<file path="config.mk">
export PLATFORM = sky130hd
export DESIGN_NAME = rqi_div_cell
export DESIGN_NICKNAME = d
export VERILOG_FILES = /design/src/design/rqi_pkg.sv /design/src/design/rqi_div_cell.sv
export SDC_FILE = /design/constraint.sdc
export NUM_CORES = 1
export LEC_CHECK = 0
export BUFFER_PORTS_ARGS = -buffer_cell sky130_fd_sc_hd__buf_2
export CAP_MARGIN = 20
export CORE_AREA = 2 2 248 250
export CTS_CLUSTER_SIZE = 20
export DETAILED_ROUTE_END_ITERATION = 6
export DIE_AREA = 0 0 250 252
export HOLD_SLACK_MARGIN = 0.02
export PLACE_DENSITY = 0.47
export SYNTH_ARGS = -nofsm -noshare
export SYNTH_HDL_FRONTEND = slang
export SYNTH_SLANG_ARGS = --single-unit
</file>
<file path="constraint.sdc">
create_clock -name clock -period 10.5 [get_ports clock]
set_clock_uncertainty 0.1 [all_clocks]
set_input_delay 1.05 -clock clock [delete_from_list [all_inputs] [get_ports clock]]
set_output_delay 1.05 -clock clock [all_outputs]
set_load 0.03 [all_outputs]
</file>
<file path="src/design/rqi_pkg.sv">
// ----------------------------------------------------------------------------
// rqi_pkg: shared types, constants and helpers for the ray/quadric unit
// Widths of the quadratic coefficients, discriminant, root and divider
// cells, plus the clamp, magnitude and divide-step helpers.
// ----------------------------------------------------------------------------
package rqi_pkg;

   localparam int FRAC_BITS_DEF = 16;

   // coefficient and intermediate widths
   localparam int ABC_W    = 61;
   localparam int MAG_W    = 60;
   localparam int TERM_W   = 64;
   localparam int WIDE_W   = 96;
   localparam int DISC_W   = 124;
   localparam int SQ_W     = 62;
   localparam int SQ_REM_W = 64;
   localparam int DIV_W    = 62;
   localparam int Q_W      = 32;

   localparam logic signed [ABC_W-1:0] LIM = {1'b0, {(ABC_W-1){1'b1}}};

   localparam logic [Q_W-1:0] Q_POS_MAX = {1'b0, {(Q_W-1){1'b1}}};
   localparam logic [Q_W-1:0] Q_NEG_MAG = {1'b1, {(Q_W-1){1'b0}}};

   // object kinds
   localparam logic [1:0] SHP_SPHERE = 2'd0;
   localparam logic [1:0] SHP_CYL    = 2'd1;
   localparam logic [1:0] SHP_CONE   = 2'd2;

   // result status
   localparam logic [1:0] ST_MISS  = 2'd0;
   localparam logic [1:0] ST_HIT   = 2'd1;
   localparam logic [1:0] ST_DEGEN = 2'd2;

   typedef struct packed {
      logic                    valid;
      logic                    shape_ok;
      logic signed [ABC_W-1:0] a;
      logic signed [ABC_W-1:0] b;
      logic signed [ABC_W-1:0] c;
   } abc_type;

   typedef struct packed {
      logic                    valid;
      logic [1:0]              status;
      logic signed [ABC_W-1:0] a;
      logic signed [ABC_W-1:0] b;
   } sq_tag_type;

   typedef struct packed {
      logic       valid;
      logic [1:0] status;
   } div_ctl_type;

   typedef struct packed {
      logic             neg;
      logic             ovf;
      logic [DIV_W-1:0] rem;
      logic [Q_W-1:0]   lo;
      logic [Q_W-1:0]   q;
   } div_lane_type;

   typedef struct packed {
      div_lane_type near;
      div_lane_type far;
   } div_pair_type;

   // clamp a wide signed value to +-LIM
   function automatic logic signed [ABC_W-1:0] sat_abc(input logic signed [WIDE_W-1:0] x);
      logic signed [WIDE_W-1:0] lim_w;
      lim_w = WIDE_W'(LIM);
      if (x > lim_w) begin
         sat_abc = LIM;
      end else if (x < -lim_w) begin
         sat_abc = -LIM;
      end else begin
         sat_abc = x[ABC_W-1:0];
      end
   endfunction

   // magnitude of a clamped coefficient
   function automatic logic [MAG_W-1:0] mag_abc(input logic signed [ABC_W-1:0] x);
      logic [ABC_W-1:0] t;
      t = x[ABC_W-1] ? (~x + 1'b1) : x;
      return t[MAG_W-1:0];
   endfunction

   // one restoring divide step: shift in one dividend bit, emit one quotient bit
   function automatic div_lane_type div_step(input div_lane_type l,
                                             input logic [DIV_W-1:0] d);
      logic [DIV_W:0] r2;
      logic [DIV_W:0] dif;
      logic           ge;
      div_lane_type   o;
      r2  = {l.rem, l.lo[Q_W-1]};
      dif = r2 - {1'b0, d};
      ge  = (r2 >= {1'b0, d});
      o     = l;
      o.rem = ge ? dif[DIV_W-1:0] : r2[DIV_W-1:0];
      o.lo  = {l.lo[Q_W-2:0], 1'b0};
      o.q   = {l.q[Q_W-2:0], ge};
      return o;
   endfunction

endpackage

</file>
<file path="src/design/rqi_div_cell.sv">
// ----------------------------------------------------------------------------
// rqi_div_cell: one quotient bit for both roots
// Runs one restoring divide step on the near and far lanes against the
// shared divisor 2|a| and passes everything on.
// ----------------------------------------------------------------------------
module rqi_div_cell (
   input  logic                        clock,
   input  logic                        reset,
   input  rqi_pkg::div_ctl_type        ctl_i,
   input  rqi_pkg::div_pair_type       pair_i,
   input  logic [rqi_pkg::DIV_W-1:0]   d_i,
   output rqi_pkg::div_ctl_type        ctl_o,
   output rqi_pkg::div_pair_type       pair_o,
   output logic [rqi_pkg::DIV_W-1:0]   d_o
);

   rqi_pkg::div_ctl_type        ctl_ff;
   rqi_pkg::div_ctl_type        ctl_in;
   rqi_pkg::div_pair_type       pair_ff;
   rqi_pkg::div_pair_type       pair_in;
   logic [rqi_pkg::DIV_W-1:0]   d_ff;

   // advance both lanes by one bit
   always_comb begin
      pair_in.near = rqi_pkg::div_step(pair_i.near, d_i);
      pair_in.far  = rqi_pkg::div_step(pair_i.far, d_i);
      ctl_in       = ctl_i;
      ctl_in.valid = ctl_i.valid && !reset;
   end

   always_ff @(posedge clock) begin
      ctl_ff  <= ctl_in;
      pair_ff <= pair_in;
      d_ff    <= d_i;
   end

   assign ctl_o  = ctl_ff;
   assign pair_o = pair_ff;
   assign d_o    = d_ff;

endmodule

</file>
# [Word-level counts from Yosys, hierarchy flattened]
# Cells that the tools add are included.
# W data, S select, Z words.
[totals] reg_bits=319
[op_classes] n_reduce_logical=2 order_cmp=2 muxes=2 n_addsub=2
[ops] op="$ge A63 B62 Y1" n=2
[ops] op="$mux W62" n=2
[ops] op="$sub A62 B62 Y62" n=2
[ops] op="$logic_and A1 B1 Y1" n=1
[ops] op="$logic_not A1 Y1" n=1

# [Depth between registers and ports, before layout]
[logic_depth] depth_word=2 mapped_depth=16

# [Least setup slack after synthesis]
# No wires, ideal clock.
[synth_timing] path_type="in2reg" start="in pair_i[63] (netlist bit)" end="reg pair_ff, in the netlist pair_o[106]" path_buffers=0 t_arrival_ns=3.839 cell_stages=14 required_ns=10.279 path_slack_ns=6.440 path_cell_list="inv_1 > ha_1 > inv_1 > fa_1 > a211oi_1 > o21ai_0 > o21a_1 > a21o_1 > a311oi_1 > o21ai_0 > a221oi_1 > o31a_1 > xnor2_1 > mux2_2"
[synth_rtl] item="start: declaration" line_no="rqi_div_cell.sv:10" source="input rqi_pkg::div_pair_type pair_i,"
[synth_rtl] item="end signal: assignment" line_no="rqi_div_cell.sv:33" source="pair_ff <= pair_in;"
[synth_rtl] item="end: declaration" line_no="rqi_div_cell.sv:19" source="rqi_pkg::div_pair_type pair_ff;"

==> flow_summary.yaml <==
yosys:
  seq_area_frac_synth_pct: 41.64
  synth_cell_type_count: 73
  syn_area_sq_um: 15340
  synth-edff-count: 0
  synth_top_cell_area_share_pct: 41.64
  synth_area_per_cell_sq_um: 9.123
  synth_top_cell_by_area: "dfxtp_1"
  yosysWarnings: 0
  synth_common_cells: "dfxtp_1, a21oi_1, nand2_1, ha_1, nor2_1"
  synth.ff_latch_count: 319
  synthTopCellsByArea: "dfxtp_1, ha_1, a21oi_1"
  yosysMostFrequentCell: "dfxtp_1"
  synthFlopType: "dfxtp_1"
  syn_inst: 1681
  synthArstFlopShare_pct: 0
clock_network:
  ctsHoldBuffers: 0
  clk_path_buf_depth: 3
  post_cts_buffers: 0
  htreeDepth: 2
  clock-root-buffer: "clkbuf_16"
  ctsResizeCount: 0
  clock_sinks: 319
  clkTransAtPathRegs_ps: 70
  cts_buffers: 39
  cts_tree: "done"
timing:
  fmax_mhz: 179.0
  rsz0062_at_grt: "no"
  setup_viol: 0
  fin_tns_setup_ps: 0
  hold_viol: 0
  drv_slew: 0
  tightestPinTransition_ps: 989.1
  period_needed_ps: 5588
  slew_headroom_pct: 33.47
  whs_ps: 476.1
  post-route-period-util_pct: 53.22
drt:
  wl_mm: 68.54
  vias: 14820
  drt_pre_antenna_iters: 7
  postRouteAntennaNets: 0
  drtIter0Drc: 758
  wl_per_cell_um: 21.93
  drc_errors: 4
  viasPerCell: 4.741
worst_setup_path:
  cp_max_fo: 48
  path_cells: "buf_2 > inv_1 > ha_1 > nor2b_1 > o31a_1 > o41a_1 > a211o_1 > nand4_1 > a21oi_1 > a21oi_1 > o31a_2 > inv_2 > buf_4 > nor2_1 > a21oi_1"
  worst-setup-path-type: "input port to flip-flop"
  arrival_ps: 5910
  crit_required_ps: 10820
  worst_path_max_delay_cell: "o31a_2"
  critPathMaxStageDelay_ps: 810
  end_kind: "flip-flop"
  start_kind: "input port"
  crit_top_cell: "a21oi_1"
global_route:
  grt_max_degree: 62
  grtUsageTotal_pct: 20.73
  grt-ovfl-total: 0
  grt_pass1_vias: 15060
  grt_pass1_wl_mm: 96.51
  antenna_found_initial: 35
min_path:
  whs_path_depth: 1
  min_path_type: "input port to flip-flop"
power_and_ir_drop:
  sequentialPowerShare_pct: 34.8
  p_sw_mw: 1.402
  p_int_mw: 2.608
  powerDensity_nw_per_um2: 194.5
  p_leak_nw: 9.882
  clockPowerShare_pct: 35.7
  combPwrFrac_pct: 29.5
  netSwitchingFraction_pct: 34.96
  ir_drop_v: 0.00009581
floorplan:
  coreArea_sq_um: 60130
  die_area_sq_um: 63000
  die_w_um: 250
  io_pins: 644
  rows: 90
  die_h_um: 252
  start_util_pct: 25.50
placed_design:
  post-dp-hpwl_mm: 57.75
  io_buffers: 639
  place.gp.congestion: 0.8827
  place_inst: 3046
finish:
  fillers: 6350
  stdcell_count: 3126
  multi_input_area_sq_um: 8252
  layout-drive-gt1-share_pct: 33.50
  regArea_sq_um: 6386
  post-route-util_pct: 34.30
  syn_to_final_growth_pct: 34.49
  layout.nets: 2756
outcome:
  violations: "DRC"
  status: "finished, violations left"
flow_run:
  drv_cap: 0
==> layout by cell type (no fill, tap or decap), types with 5 or more instances in the layout <==
| cell | Yosys | layout |
|---|---|---|
| diode_2 | 0 | 10 |
| o211a_1 | 6 | 6 |
| xor2_1 | 39 | 39 |
| ha_1 | 126 | 126 |
| clkinv_2 | 0 | 5 |
| nor2b_1 | 14 | 14 |
| nand2_1 | 127 | 127 |
| a21boi_0 | 5 | 5 |
| o31ai_1 | 14 | 14 |
| inv_1 | 107 | 107 |
| clkbuf_16 | 0 | 39 |
| o211ai_1 | 11 | 11 |
| a21o_1 | 47 | 47 |
| a211o_1 | 7 | 7 |
| o21a_1 | 17 | 17 |
| o21ai_0 | 86 | 86 |
| nand2b_1 | 15 | 15 |
| or3_1 | 6 | 6 |
| nor2_1 | 124 | 124 |
| xnor2_1 | 68 | 68 |
| o21bai_1 | 34 | 34 |
| mux2_2 | 58 | 58 |
| nor3_1 | 22 | 22 |
| nor4_1 | 5 | 5 |
| nand3_1 | 19 | 19 |
| a21oi_1 | 190 | 190 |
| and3_1 | 11 | 11 |
| nand4_1 | 41 | 41 |
| clkbuf_8 | 0 | 10 |
| a221oi_1 | 6 | 6 |
| a31oi_1 | 16 | 16 |
| dfxtp_1 | 319 | 319 |
| a211oi_1 | 12 | 12 |
| buf_2 | 7 | 639 |
==> power groups by stage <==
stage	Clock, mW	Combinational [mW]	Sequential [mW]
6_report	1.43	1.18	1.40
5_1_grt	1.52	1.27	1.41
4_1_cts	1.48	1.20	1.40
3_5_place_dp	0	1.19	1.42
3_3_place_gp	0	1.19	1.42
2_1_floorplan	0	0.486	1.71
==> through the flow <==
stage | power (mW) | worst slack, ps | instance area (sq um)
5_1_grt | 4.201 | 4577 | 20610
3_3_place_gp | 2.611 | 4261 | 19240
4_1_cts | 4.078 | 4839 | 20600
6_report | 4.011 | 4912 | 20620
2_1_floorplan | 2.199 | 6440 | 15340
3_5_place_dp | 2.610 | 4204 | 19240
==> flip-flops by register name, indices dropped and copies added (netlist names) <==
register	count
ctl_o	3
pair_o	254
d_o	62
==> layer usage <==
| layer | global-route usage (%) | part of all wire [%] | vias up | wire length [um] |
|---|---|---|---|---|
| li1 | - | - | 7210 | - |
| met1 | 21.64 | 37 | 6882 | 25700 |
| met2 | 37.88 | 50 | 542 | 34230 |
| met3 | 6.561 | 7.5 | 155 | 5111 |
| met4 | 9.530 | 4.8 | 32 | 3288 |
| met5 | 0 | 0.31 | - | 211 |
==> worst paths after layout <==
kind,start,endpoint
worst max-delay path,d_i[1],pair_o[234]$_DFF_P_
worst min-delay path,pair_i[34],pair_o[35]$_DFF_P_
==> cell families (layout without fill, tap and decap cells) <==
kind of cell / Yosys count / after routing / share of synthesized area [%]
XOR/XNOR: 107 / 107 / 6.111
AND/OR/NAND/NOR: 404 / 404 / 12.24
other: 1 / 12 / 0.02445
flip-flops: 319 / 319 / 41.64
adder cells (fa/ha/maj): 128 / 128 / 10.54
AO/OA/AOI/OAI: 491 / 491 / 20.26
multiplexers: 63 / 63 / 4.601
buffers and inverters: 168 / 820 / 4.585
==> critical path, delay by kind of cell <==
kind	cells	cell delay [ps]
and+or+nand+nor	3	470
adders and majority gates	1	300
buffers and inverters	4	1360
AOI/OAI and AO/OA	7	2670
==> cell type report <==
type,instances,area share [%]
sequential,319,30.96
clock inverter,17,1.110
multi-input combinational,1195,40.01
antenna,10,0.1213
tap,782,4.744
clock buffer,53,5.472
timing repair buffer,642,15.62
inverter,108,1.966
No activity file was read; power rests on OpenSTA's default activity.
