$ cat src/design/rqi_pkg.sv
// ----------------------------------------------------------------------------
// rqi_pkg: shared types, constants and helpers for the ray/quadric unit
// Widths of the quadratic coefficients, discriminant, root and divider
// cells, plus the clamp, magnitude and divide-step helpers.
// ----------------------------------------------------------------------------
package rqi_pkg;

   localparam int FRAC_BITS_DEF = 16;

   // coefficient and intermediate widths
   localparam int ABC_W    = 61;
   localparam int MAG_W    = 60;
   localparam int TERM_W   = 64;
   localparam int WIDE_W   = 96;
   localparam int DISC_W   = 124;
   localparam int SQ_W     = 62;
   localparam int SQ_REM_W = 64;
   localparam int DIV_W    = 62;
   localparam int Q_W      = 32;

   localparam logic signed [ABC_W-1:0] LIM = {1'b0, {(ABC_W-1){1'b1}}};

   localparam logic [Q_W-1:0] Q_POS_MAX = {1'b0, {(Q_W-1){1'b1}}};
   localparam logic [Q_W-1:0] Q_NEG_MAG = {1'b1, {(Q_W-1){1'b0}}};

   // object kinds
   localparam logic [1:0] SHP_SPHERE = 2'd0;
   localparam logic [1:0] SHP_CYL    = 2'd1;
   localparam logic [1:0] SHP_CONE   = 2'd2;

   // result status
   localparam logic [1:0] ST_MISS  = 2'd0;
   localparam logic [1:0] ST_HIT   = 2'd1;
   localparam logic [1:0] ST_DEGEN = 2'd2;

   typedef struct packed {
      logic                    valid;
      logic                    shape_ok;
      logic signed [ABC_W-1:0] a;
      logic signed [ABC_W-1:0] b;
      logic signed [ABC_W-1:0] c;
   } abc_type;

   typedef struct packed {
      logic                    valid;
      logic [1:0]              status;
      logic signed [ABC_W-1:0] a;
      logic signed [ABC_W-1:0] b;
   } sq_tag_type;

   typedef struct packed {
      logic       valid;
      logic [1:0] status;
   } div_ctl_type;

   typedef struct packed {
      logic             neg;
      logic             ovf;
      logic [DIV_W-1:0] rem;
      logic [Q_W-1:0]   lo;
      logic [Q_W-1:0]   q;
   } div_lane_type;

   typedef struct packed {
      div_lane_type near;
      div_lane_type far;
   } div_pair_type;

   // clamp a wide signed value to +-LIM
   function automatic logic signed [ABC_W-1:0] sat_abc(input logic signed [WIDE_W-1:0] x);
      logic signed [WIDE_W-1:0] lim_w;
      lim_w = WIDE_W'(LIM);
      if (x > lim_w) begin
         sat_abc = LIM;
      end else if (x < -lim_w) begin
         sat_abc = -LIM;
      end else begin
         sat_abc = x[ABC_W-1:0];
      end
   endfunction

   // magnitude of a clamped coefficient
   function automatic logic [MAG_W-1:0] mag_abc(input logic signed [ABC_W-1:0] x);
      logic [ABC_W-1:0] t;
      t = x[ABC_W-1] ? (~x + 1'b1) : x;
      return t[MAG_W-1:0];
   endfunction

   // one restoring divide step: shift in one dividend bit, emit one quotient bit
   function automatic div_lane_type div_step(input div_lane_type l,
                                             input logic [DIV_W-1:0] d);
      logic [DIV_W:0] r2;
      logic [DIV_W:0] dif;
      logic           ge;
      div_lane_type   o;
      r2  = {l.rem, l.lo[Q_W-1]};
      dif = r2 - {1'b0, d};
      ge  = (r2 >= {1'b0, d});
      o     = l;
      o.rem = ge ? dif[DIV_W-1:0] : r2[DIV_W-1:0];
      o.lo  = {l.lo[Q_W-2:0], 1'b0};
      o.q   = {l.q[Q_W-2:0], ge};
      return o;
   endfunction

endpackage

$ cat src/design/rqi_sqrt_cell.sv
// ----------------------------------------------------------------------------
// rqi_sqrt_cell: one digit of the integer square root
// Takes two radicand bits, tries the next root bit and passes the partial
// root, remainder and item tag to the next cell.
// ----------------------------------------------------------------------------
module rqi_sqrt_cell (
   input  logic                           clock,
   input  logic                           reset,
   input  rqi_pkg::sq_tag_type            tag_i,
   input  logic [rqi_pkg::DISC_W-1:0]     x_i,
   input  logic [rqi_pkg::SQ_REM_W-1:0]   rem_i,
   input  logic [rqi_pkg::SQ_W-1:0]       root_i,
   output rqi_pkg::sq_tag_type            tag_o,
   output logic [rqi_pkg::DISC_W-1:0]     x_o,
   output logic [rqi_pkg::SQ_REM_W-1:0]   rem_o,
   output logic [rqi_pkg::SQ_W-1:0]       root_o
);

   localparam int DW = rqi_pkg::DISC_W;
   localparam int RW = rqi_pkg::SQ_REM_W;
   localparam int SW = rqi_pkg::SQ_W;

   rqi_pkg::sq_tag_type tag_ff;
   rqi_pkg::sq_tag_type tag_in;
   logic [DW-1:0]       x_ff;
   logic [RW-1:0]       rem_ff;
   logic [SW-1:0]       root_ff;
   logic [RW-1:0]       rem2;
   logic [RW-1:0]       trial;
   logic                ge;
   logic [RW-1:0]       rem_in;
   logic [SW-1:0]       root_in;

   // try the next root bit
   always_comb begin
      rem2    = {rem_i[RW-3:0], x_i[DW-1:DW-2]};
      trial   = {root_i, 2'b01};
      ge      = (rem2 >= trial);
      rem_in  = ge ? (rem2 - trial) : rem2;
      root_in = {root_i[SW-2:0], ge};
      tag_in       = tag_i;
      tag_in.valid = tag_i.valid && !reset;
   end

   always_ff @(posedge clock) begin
      tag_ff  <= tag_in;
      x_ff    <= {x_i[DW-3:0], 2'b00};
      rem_ff  <= rem_in;
      root_ff <= root_in;
   end

   assign tag_o  = tag_ff;
   assign x_o    = x_ff;
   assign rem_o  = rem_ff;
   assign root_o = root_ff;

endmodule

$ cat config.mk
export PLATFORM = sky130hd
export DESIGN_NAME = rqi_sqrt_cell
export DESIGN_NICKNAME = d
export VERILOG_FILES = /design/src/design/rqi_pkg.sv /design/src/design/rqi_sqrt_cell.sv
export SDC_FILE = /design/constraint.sdc
export NUM_CORES = 1
export LEC_CHECK = 0
export ABC_AREA = 0
export BUFFER_PORTS_ARGS = -buffer_cell sky130_fd_sc_hd__buf_2
export CORE_AREA = 2 2 296 298
export DETAILED_ROUTE_END_ITERATION = 12
export DIE_AREA = 0 0 298 300
export SLEW_MARGIN = 20
export SYNTH_ARGS = -nofsm -noshare
export SYNTH_HDL_FRONTEND = slang
export SYNTH_SLANG_ARGS = --single-unit
$ cat constraint.sdc
create_clock -name clock -period 2.54 [get_ports clock]
set_input_delay 0.254 -clock clock [delete_from_list [all_inputs] [get_ports clock]]
set_output_delay 0.254 -clock clock [all_outputs]
set_load 0.01 [all_outputs]
Yosys cells after proc, flatten, opt, wreduce, memory -nomap -nowiden
Cells that the tools add are included.
Operators by class
  $add $sub $neg: 1
  magnitude comparators: 1
  mux-type cells: 1
  reductions and logical operators: 2
Operator list (number)
  $ge A64 B64 Y1: 1
  $mux W64: 1
  $sub A64 B64 Y64: 1
  $logic_and A1 B1 Y1: 1
  $logic_not A1 Y1: 1
Word-level totals
  flip-flop bits (word level): 373
  bits of input ports: 377
  output and inout bits: 375
  logic and storage cells: 12

Longest topological paths before layout
Gate-level depths: netlist of run 1.
  word-level depth: 2
  gate-level depth with buffers: 14
  gate-level depth less buffers: 12

Worst setup path after synthesis of run 1
OpenSTA, ideal clock, no wires.
  path kind: in2reg
  start point: input port root_i[4] in the netlist's numbering
  end point: register rem_ff[59] (netlist: rem_o[59])
  setup time: 0.115 ns
  arrival: 2.414 ns
  required time: 2.425 ns
  slack: 0.010 ns
  cell stages on the path: 12
  buffers on the path: 0
  cells stage by stage: inv_1 -> ha_1 -> a2111oi_1 -> nor3_2 -> nand2_2 -> a311oi_2 -> o21ai_1 -> a211oi_2 -> o21bai_2 -> a21oi_1 -> or3_1 -> a31o_1
Between the ends
  word-level cells in the longest chain between the ends: 2
  elaborated cells on any way between the ends: 3
  classes of those cells: add/sub: 1; order compare: 1; mux: 1
RTL lines
  start: declaration: RTL line rqi_sqrt_cell.sv:12  | input logic [rqi_pkg::SQ_W-1:0] root_i,
  $sub A64 B64 Y64 / $ge A64 B64 Y1 (equally long branches): RTL line rqi_sqrt_cell.sv:39, rqi_sqrt_cell.sv:38
  $mux W64 (*): RTL line rqi_sqrt_cell.sv:39  | rem_in = ge ? (rem2 - trial) : rem2;
  net rem_in[59]: RTL line rqi_sqrt_cell.sv:31  | logic [RW-1:0] rem_in;
  end signal: assignment: RTL line rqi_sqrt_cell.sv:48  | rem_ff <= rem_in;
  end: declaration: RTL line rqi_sqrt_cell.sv:26  | logic [RW-1:0] rem_ff;
The timed path passes the listed nets; every way through them passes the cells marked *.

Worst setup path in the final report of run 1
  start point: input port rem_i[7] in the netlist's numbering
  end point: register rem_ff[7] (netlist: rem_o[7])
Between the ends
  word-level cells in the longest chain between the ends: 2
RTL lines
  start: declaration: RTL line rqi_sqrt_cell.sv:11  | input logic [rqi_pkg::SQ_REM_W-1:0] rem_i,
  $ge A64 B64 Y1: RTL line rqi_sqrt_cell.sv:38  | ge = (rem2 >= trial);
  $mux W64: RTL line rqi_sqrt_cell.sv:39
  net rem_in[7]: RTL line rqi_sqrt_cell.sv:31
The timed path passes the listed nets, and every way through them passes these cells.

==> metrics.cfg, run 1 <==
[status]
outcome=complete, no violations

[sta]
tns_ns=0
holdWs_ns=0.0220
fin_crit_ns=2.53
setup_viol=0
finalHoldViolCount=0
worstMarginPinSlew_ns=0.524
post-route-period-util_pct=99.7
relSlewSlack_pct=64.7
final_max_slew_viol_count=0
fmax_mhz=395

[yosys]
synth_edf_count=0
ys_top_cells_by_area=dfxtp_1, ha_1, a21oi_1
yosys.area.top_type_share_pct=61.3
synth.distinct_cells=66
synthCells=1118
syn_area_per_cell_sq_um=10.9
synthFlopType=dfxtp_1
yosys_warnings=0
synth_most_common_cell=dfxtp_1
syn_area_sq_um=12200
synthTopCellsByCount=dfxtp_1, a21oi_1, nor2_1
synth_top_area_cell=dfxtp_1
ys_ff_latch=373
async_flop_share_pct=0
seq_area_frac_synth_pct=61.3

[layout]
syn_to_final_growth_pct=106
fillers=9110
final_cell_count_no_fill=3706
fin_nets=2950
register_area_sq_um=7470
layout-drive-gt1-share_pct=46.0
multiInputGateArea_sq_um=4730

[power]
p_seq_share_pct=37.1
combPwrFrac_pct=22.4
vdd_drop_max_mv=0.549
internal-power_mw=12.4
power_switching_share_pct=28.5
switchingPower_mw=4.96
leakagePower_nw=11.9
p_per_area_nw_per_um2=693
p_clk_share_pct=40.5

[worst_setup_path]
crit_chain=buf_2, ha_4, nand4_1, buf_4, nor4_4, nand4_1, and4b_1, o221ai_2, a41o_1, nand3_2, nand3_4, clkbuf_16, mux2_4
path_class=in -> reg
crit_fanout=6
cp_data_arrival_time_ns=3.02
slowest_stage=and4b_1
crit_path_start_kind=input pin
cpMostUsedCell=nand4_1
critPathCaptureType=flip-flop
cp.required_ns=3.03
slowest_delay_ns=0.30

[die]
io_pins=752
dieArea_sq_um=89400
fp.dieH_um=300
placeableCoreArea_sq_um=86200
die_x_um=298
start_util_pct=14.1
rows=108

[clocking]
numCtsBuffers=46
cts_tree=yes
cts_root_buf=clkbuf_16
cts_buffer_depth=3
cts.clk_slew.worst_paths_ns=0.06
clock_sinks=373
h-tree-depth=2

[detailed_routing]
via_per_inst=3.70
post-route-drc-count=0
num_vias=13700
dr.pass1.iters=5
wire_per_inst_um=21.6
drt_iter0_markers=544
totalWireLength_um=80100
ant_nets=0

[grt]
grt_pass1_vias=14400
grt_max_degree=36
antenna_found_initial=41
grt_pass1_wl_um=107000
overflow=0
grt_usage_pct=17.1

[job]
maxCapViolCount=0

[place]
hpwl_um=65100
io_buffers=747
gp_congestion=0.896
dp_cells=3236

[worst_hold_path]
holdCritPathClass=in -> reg

## cells in the final DEF, fill, tap and decap left out, types with 9 or more instances in the layout
| master | count |
|---|---|
| o21ai_1 | 9 |
| o21ai_0 | 32 |
| nand4_1 | 22 |
| nor2_1 | 81 |
| nand2_1 | 60 |
| ha_1 | 38 |
| nand3_1 | 12 |
| inv_1 | 74 |
| xor2_1 | 27 |
| xnor2_1 | 33 |
| buf_2 | 740 |
| buf_4 | 242 |
| dlygate4sd3_1 | 367 |
| o21bai_1 | 16 |
| a21oi_1 | 123 |
| clkbuf_16 | 51 |
| a21oi_2 | 10 |
| dfxtp_1 | 373 |
| a21o_1 | 24 |
| ha_4 | 22 |
## logic make-up after synthesis
group / count (synthesis) / share of synthesized area [%]
other cells: 1 / 0.0308
simple gates: 227 / 8.97
flops: 373 / 61.3
compound gates: 277 / 14.3
fa+ha+maj: 64 / 6.57
buf+inv: 105 / 3.56
xor+xnor: 60 / 4.31
mux: 11 / 1.02
## repair_timing
action	4_1_cts	5_1_grt
gates cloned	0	5
pin swaps	4	12
hold endpoints to repair	366	0
buffers inserted	2	6
gates resized for setup	18	82
endpoints found under the setup margin	60	63
hold buffers	367	0
## through the flow
| step | cell area [sq um] | power [mW] | util [%] | setup WS, ns |
|---|---|---|---|---|
| 5_1_grt | 25100 | 18.2 | 29.1 | -0.0238 |
| 3_3_place_gp | 19100 | 9.72 | 22.1 | -0.859 |
| 2_1_floorplan | 12200 | 7.84 | - | 0.0100 |
| 4_1_cts | 24500 | 17.5 | 28.4 | 0.0122 |
| 6_report | 25100 | 17.4 | 29.1 | 0.00771 |
| 3_5_place_dp | 19100 | 9.72 | 22.1 | -0.889 |
## flip-flops by register name (all words and copies together) (netlist names)
signal	count
root_o	62
rem_o	64
x_o	122
tag_o	125
## critical path: cells and delay by family
kind,cells,cell delay (ns)
and+or+nand+nor,6,1.28
buffers and inverters,3,0.54
AOI/OAI and AO/OA,2,0.34
adders and majority gates,1,0.29
muxes,1,0.29
## area by class of cell
type / count / share of cell area (%)
Antenna cell: 7 / 0.0699
Clock buffer: 58 / 5.05
Clock inverter: 25 / 1.32
Inverter: 78 / 1.17
Multi-Input combinational cell: 641 / 18.9
Sequential cell: 373 / 29.8
Tap cell: 1155 / 5.77
Timing Repair Buffer: 1369 / 38.0
## power groups by stage
stage	clock network, mW	registers, mW	logic [mW]
floorplan	0	6.79	1.05
global placement	0	6.55	3.17
detailed placement	0	6.55	3.17
CTS	7.30	6.43	3.72
global route	7.50	6.47	4.21
finish	7.04	6.43	3.89
## worst paths after layout
path	start	end	slack (ns)	cells past startpoint
worst min-delay path	rem_i[25]	rem_o[27]	0.02	4
worst max-delay path	rem_i[7]	rem_o[7]	0.008	13
## metal layers
| layer | GRT usage [%] | up-vias | wire length [um] |
|---|---|---|---|
| met5 | 0 | - | 76 |
| met4 | 5.18 | 14 | 2670 |
| met3 | 9.60 | 121 | 9740 |
| li1 | - | 6633 | - |
| met1 | 17.8 | 6403 | 29500 |
| met2 | 29.1 | 531 | 38200 |
No activity file was read; power rests on OpenSTA's default activity.
==> run 2: changes to the inputs <==
ABC_AREA = default   (was 0)
CORE_AREA = 2 2 290 292   (was 2 2 296 298)
CTS_CLUSTER_SIZE = 25   (was default)
DIE_AREA = 0 0 292 294   (was 0 0 298 300)
clock period = 2.4 ns   (was 2.54 ns; I/O delays follow)
==> metrics.cfg, run 2 (synthesis results as in run 1) <==
[detailed_routing]
dr.pass1.iters=5  ; unchanged
wire_per_inst_um=22.7  ; +4.9%
ant_nets=0  ; unchanged
wl_met3_um=8810  ; -9.5%
via_per_inst=3.78  ; +2.2%
drt_iter0_markers=424  ; -22%
top_layer=met5
post-route-drc-count=0  ; unchanged
dr_wl_met2_um=40100  ; +5.0%
totalWireLength_um=82100  ; +2.5%
num_vias=13700  ; -0.18%
met1_length_um=29500  ; +0.18%

[worst_setup_path]
cp.required_ns=2.87  ; -0.16 ns
crit_start=root_i[53]
cp_data_arrival_time_ns=2.83  ; -0.19 ns
critPathTopFamily=buffers and inverters
crit_path_start_kind=input pin
path_class=in -> reg
crit_buf_inv=6  ; +3
slowest_stage=dlygate4sd3_1
crit_fanout=6  ; unchanged
cpMostUsedCell=buf_4
crit_chain=dlygate4sd3_1, buf_2, inv_1, ha_1, a21oi_2, o21ai_0, a221oi_2, buf_4, nand3_4, buf_12, buf_4, mux2_1
slowest_delay_ns=0.52  ; +0.22 ns
critPathCaptureType=flip-flop

[layout]
fin_util_pct=29.9  ; +0.86 points
fillers=8682  ; -4.7%
register_area_sq_um=7470  ; unchanged
final_cell_count_no_fill=3620  ; -2.3%
syn_to_final_growth_pct=104
layout-drive-gt1-share_pct=45.6  ; -0.40 points
multiInputGateArea_sq_um=4740  ; +0.34%
largest_register_ffs=125  ; unchanged
final_common_cell=buf_2
fin_nets=2938  ; -0.41%
mostFrequentLayoutCells=buf_2, dfxtp_1, dlygate4sd3_1, buf_4, a21oi_1

[sta]
post-route-period-util_pct=98.1
tns_ns=0  ; unchanged
finalHoldViolCount=0  ; unchanged
fin_crit_ns=2.35
rsz0062_at_grt=true
holdWs_ns=0.0502  ; +0.0282 ns
final_max_slew_viol_count=0  ; unchanged
fmax_mhz=425
setup_viol=0  ; unchanged

[grt]
grt_usage_pct=18.3  ; +1.2 points
grt_pass1_wl_um=108000  ; +1.3%
grt_pass1_vias=14300  ; -0.83%
grt_max_degree=26  ; -28%
antenna_found_initial=57  ; +39%
overflow=0  ; unchanged

[die]
die_x_um=292  ; -2.0%
io_pins=752  ; unchanged
start_util_pct=14.7  ; +0.57 points
placeableCoreArea_sq_um=82900  ; -3.9%
dieArea_sq_um=85800  ; -4.0%
fp.dieH_um=294  ; -2.0%
rows=106  ; -1.9%

[place]
gp_congestion=0.897  ; +0.11%
dp_cells=3147  ; -2.8%
hpwl_um=67900  ; +4.4%
io_buffers=747  ; unchanged

[job]
maxCapViolCount=0  ; unchanged

[clocking]
h-tree-depth=2  ; unchanged
cts_buffer_depth=3  ; unchanged
cts.clk_slew.worst_paths_ns=0.06  ; about the same
numCtsBuffers=46  ; unchanged
cts_tree=yes
clock_sinks=373  ; unchanged
cts_root_buf=clkbuf_16

[power]
vdd_drop_max_mv=0.507  ; -7.7%
leakagePower_nw=11.7  ; -1.1%
p_per_area_nw_per_um2=731  ; +5.5%

[worst_hold_path]
min_from=x_i[123]
holdCritPathClass=in -> reg

[status]
outcome=complete, no violations

==> run 2: changes by cell type in the layout (fill, tap and decap cells not counted), sizes merged <==
cell / change
clkinv: -4
inv: -4
dlygate4sd3: +3
bufinv: -3
diode: +2
clkbuf: +3
buf: -10
clkinvlp: +2
==> run 2: area by class of cell <==
type	count	share of cell area, %
antenna	9	0.0908
sequential	373	30.1
timing repair buffer	1357	37.7
multi-input combinational	641	19.1
tap	1080	5.45
clock inverter	16	0.787
inverter	78	1.23
clock buffer	66	5.51
==> run 2: final timing paths <==
kind | to | slack [ns] | cells past startpoint
setup / recovery | rem_o[31] | 0.05 | 12
hold / removal | rem_o[1] | 0.05 | 4
==> run 2: power breakdown <==
group | internal, mW | switching (mW) | leakage [nW]
sequential | 6.68 | 0.131 | 3.15
clock | 4.29 | 2.96 | 0.760
combinational | 2.01 | 2.06 | 7.83
total | 13.0 | 5.15 | 11.7
==> run 2: per-layer routing <==
layer	track usage, %	vias to the layer above
met5	0	-
met1	18.3	6250
met4	6.79	32
li1	-	6613
met2	32.6	591
met3	8.98	191
==> run 2: timing repair <==
item | CTS | global route
buffers inserted | 0 | 12
hold buffers | 370 | 0
pin swaps | 4 | 20
hold endpoints to repair | 369 | 0
setup endpoints to repair | 5 | 56
gates resized for setup | 11 | 46
==> run 2: stage by stage <==
step	setup slack [ns]	power [mW]	cell area, sq um
finish	0.0457	18.1	24800
global placement	-0.713	10.4	19200
global route	-0.00580	18.9	24800
detailed placement	-0.737	10.4	19200
CTS	0.00248	18.3	24500
floorplan	-0.0276	8.36	12400
==> run 3: changes to the inputs <==
RECOVER_POWER = 50   (was default)
==> metrics.cfg, run 3 (synthesis results as in run 1) <==
[status]
outcome=complete, no violations

[die]
io_pins=752  ; unchanged
die_x_um=292  ; unchanged
dieArea_sq_um=85800  ; unchanged
rows=106  ; unchanged
fp.dieH_um=294  ; unchanged
start_util_pct=14.7  ; unchanged
placeableCoreArea_sq_um=82900  ; unchanged

[job]
maxCapViolCount=0  ; unchanged

[detailed_routing]
post-route-drc-count=0  ; unchanged
ant_nets=0  ; unchanged
drt_iter0_markers=444  ; +4.7%
dr.pass1.iters=5  ; unchanged
totalWireLength_um=82200  ; about the same
via_per_inst=3.77  ; -0.10%
num_vias=13700  ; -0.10%
wire_per_inst_um=22.7  ; about the same

[worst_setup_path]
crit_path_start_kind=input pin
cp.required_ns=2.87  ; about the same
cp_data_arrival_time_ns=2.83  ; about the same
critPathCaptureType=flip-flop
crit_fanout=6  ; unchanged
path_class=in -> reg

[sta]
rsz0062_at_grt=true
holdWs_ns=0.0497  ; -0.000467 ns
fmax_mhz=423  ; -0.36%
tns_ns=0  ; unchanged
setup_ws_ns=0.0373  ; -0.00840 ns
final_max_slew_viol_count=0  ; unchanged
fin_crit_ns=2.36  ; +0.00840 ns
setup_viol=0  ; unchanged
post-route-period-util_pct=98.4  ; +0.35 points
finalHoldViolCount=0  ; unchanged

[layout]
fin_nets=2938  ; unchanged
syn_to_final_growth_pct=103
stdcell_area_sq_um=24700  ; -0.52%
mostFrequentLayoutCells=buf_2, dfxtp_1, dlygate4sd3_1, buf_4, a21oi_1
fillers=8744  ; +0.71%
layout-drive-gt1-share_pct=41.5  ; -4.1 points
largest_register_ffs=125  ; unchanged
final_common_cell=buf_2

[clocking]
cts_root_buf=clkbuf_16
h-tree-depth=2  ; unchanged
cts_buffer_depth=3  ; unchanged
cts.clk_slew.worst_paths_ns=0.05  ; about the same
cts_tree=yes
numCtsBuffers=46  ; unchanged
clock_sinks=373  ; unchanged

[grt]
overflow=0  ; unchanged
grt_pass1_wl_um=108000  ; unchanged
grt_max_degree=26  ; unchanged
grt_usage_pct=18.3  ; unchanged
antenna_found_initial=57  ; unchanged
grt_pass1_vias=14300  ; unchanged

[power]
p_per_area_nw_per_um2=733  ; +0.37%
vdd_drop_max_mv=0.507  ; about the same
leakagePower_nw=11.5  ; -2.4%
power_mw=18.1  ; -0.16%

[place]
place_ws_ns=-0.737  ; unchanged
placed_area_sq_um=19200  ; unchanged
gp_congestion=0.897  ; unchanged
hpwl_um=67900  ; unchanged
io_buffers=747  ; unchanged

[worst_hold_path]
holdCritPathClass=in -> reg

==> run 3: cell types whose count changed in the layout (fill, tap and decap cells not counted), sizes merged <==
| cell | previous run | this run |
|---|---|---|
| clkbuf | 68 | 172 |
| buf | 985 | 881 |
==> run 3: area by class of cell <==
class	count	area, sq um	share of cell area [%]
Antenna cell	9	22.5	0.0912
Multi-Input combinational cell	641	4740	19.2
Clock inverter	16	195	0.791
Tap cell	1080	1350	5.47
Clock buffer	66	1370	5.54
Inverter	78	305	1.24
Timing Repair Buffer	1357	9230	37.4
Sequential cell	373	7470	30.3
==> run 3: critical path, cell delays in order <==
cell	delay (ns)
dlygate4sd3_1	0.52
buf_2	0.11
inv_1	0.05
ha_1	0.34
a21oi_2	0.20
o21ai_0	0.14
a221oi_2	0.35
buf_4	0.19
nand3_4	0.10
buf_12	0.16
buf_4	0.13
mux2_1	0.31
==> run 3: stage by stage <==
stage	util (%)	std cells
2_1_floorplan	-	1119
3_3_place_gp	23.1	3147
3_5_place_dp	23.1	3147
4_1_cts	29.6	3599
5_1_grt	29.8	3616
6_report	29.8	3620
==> run 3: worst paths after layout <==
check / startpoint / end / slack (ns) / cells after the start
setup / recovery: root_i[53] / rem_o[51] / 0.04 / 12
hold / removal: x_i[123] / rem_o[1] / 0.05 / 4
==> run 3: report_power, final <==
group | total, mW | switching (mW) | internal (mW)
logic | 4.05 | 2.06 | 1.98
registers | 6.81 | 0.134 | 6.68
clock network | 7.25 | 2.96 | 4.29
==> run 3: per-layer routing <==
metal  up-vias  wire length (um)  GRT usage, %
met5         -               208             0
met2       568             40100          32.6
met4        32              3520          6.79
met3       193              8740          8.98
li1       6613                 -             -
met1      6257             29600          18.3
==> run 3: timing repair <==
action / CTS / global route
endpoints found under the setup margin: 5 / 56
pin swaps: 4 / 20
hold buffers: 370 / 0
resized for setup: 11 / 46
endpoints found under the hold margin: 369 / 0
setup buffers: 0 / 12
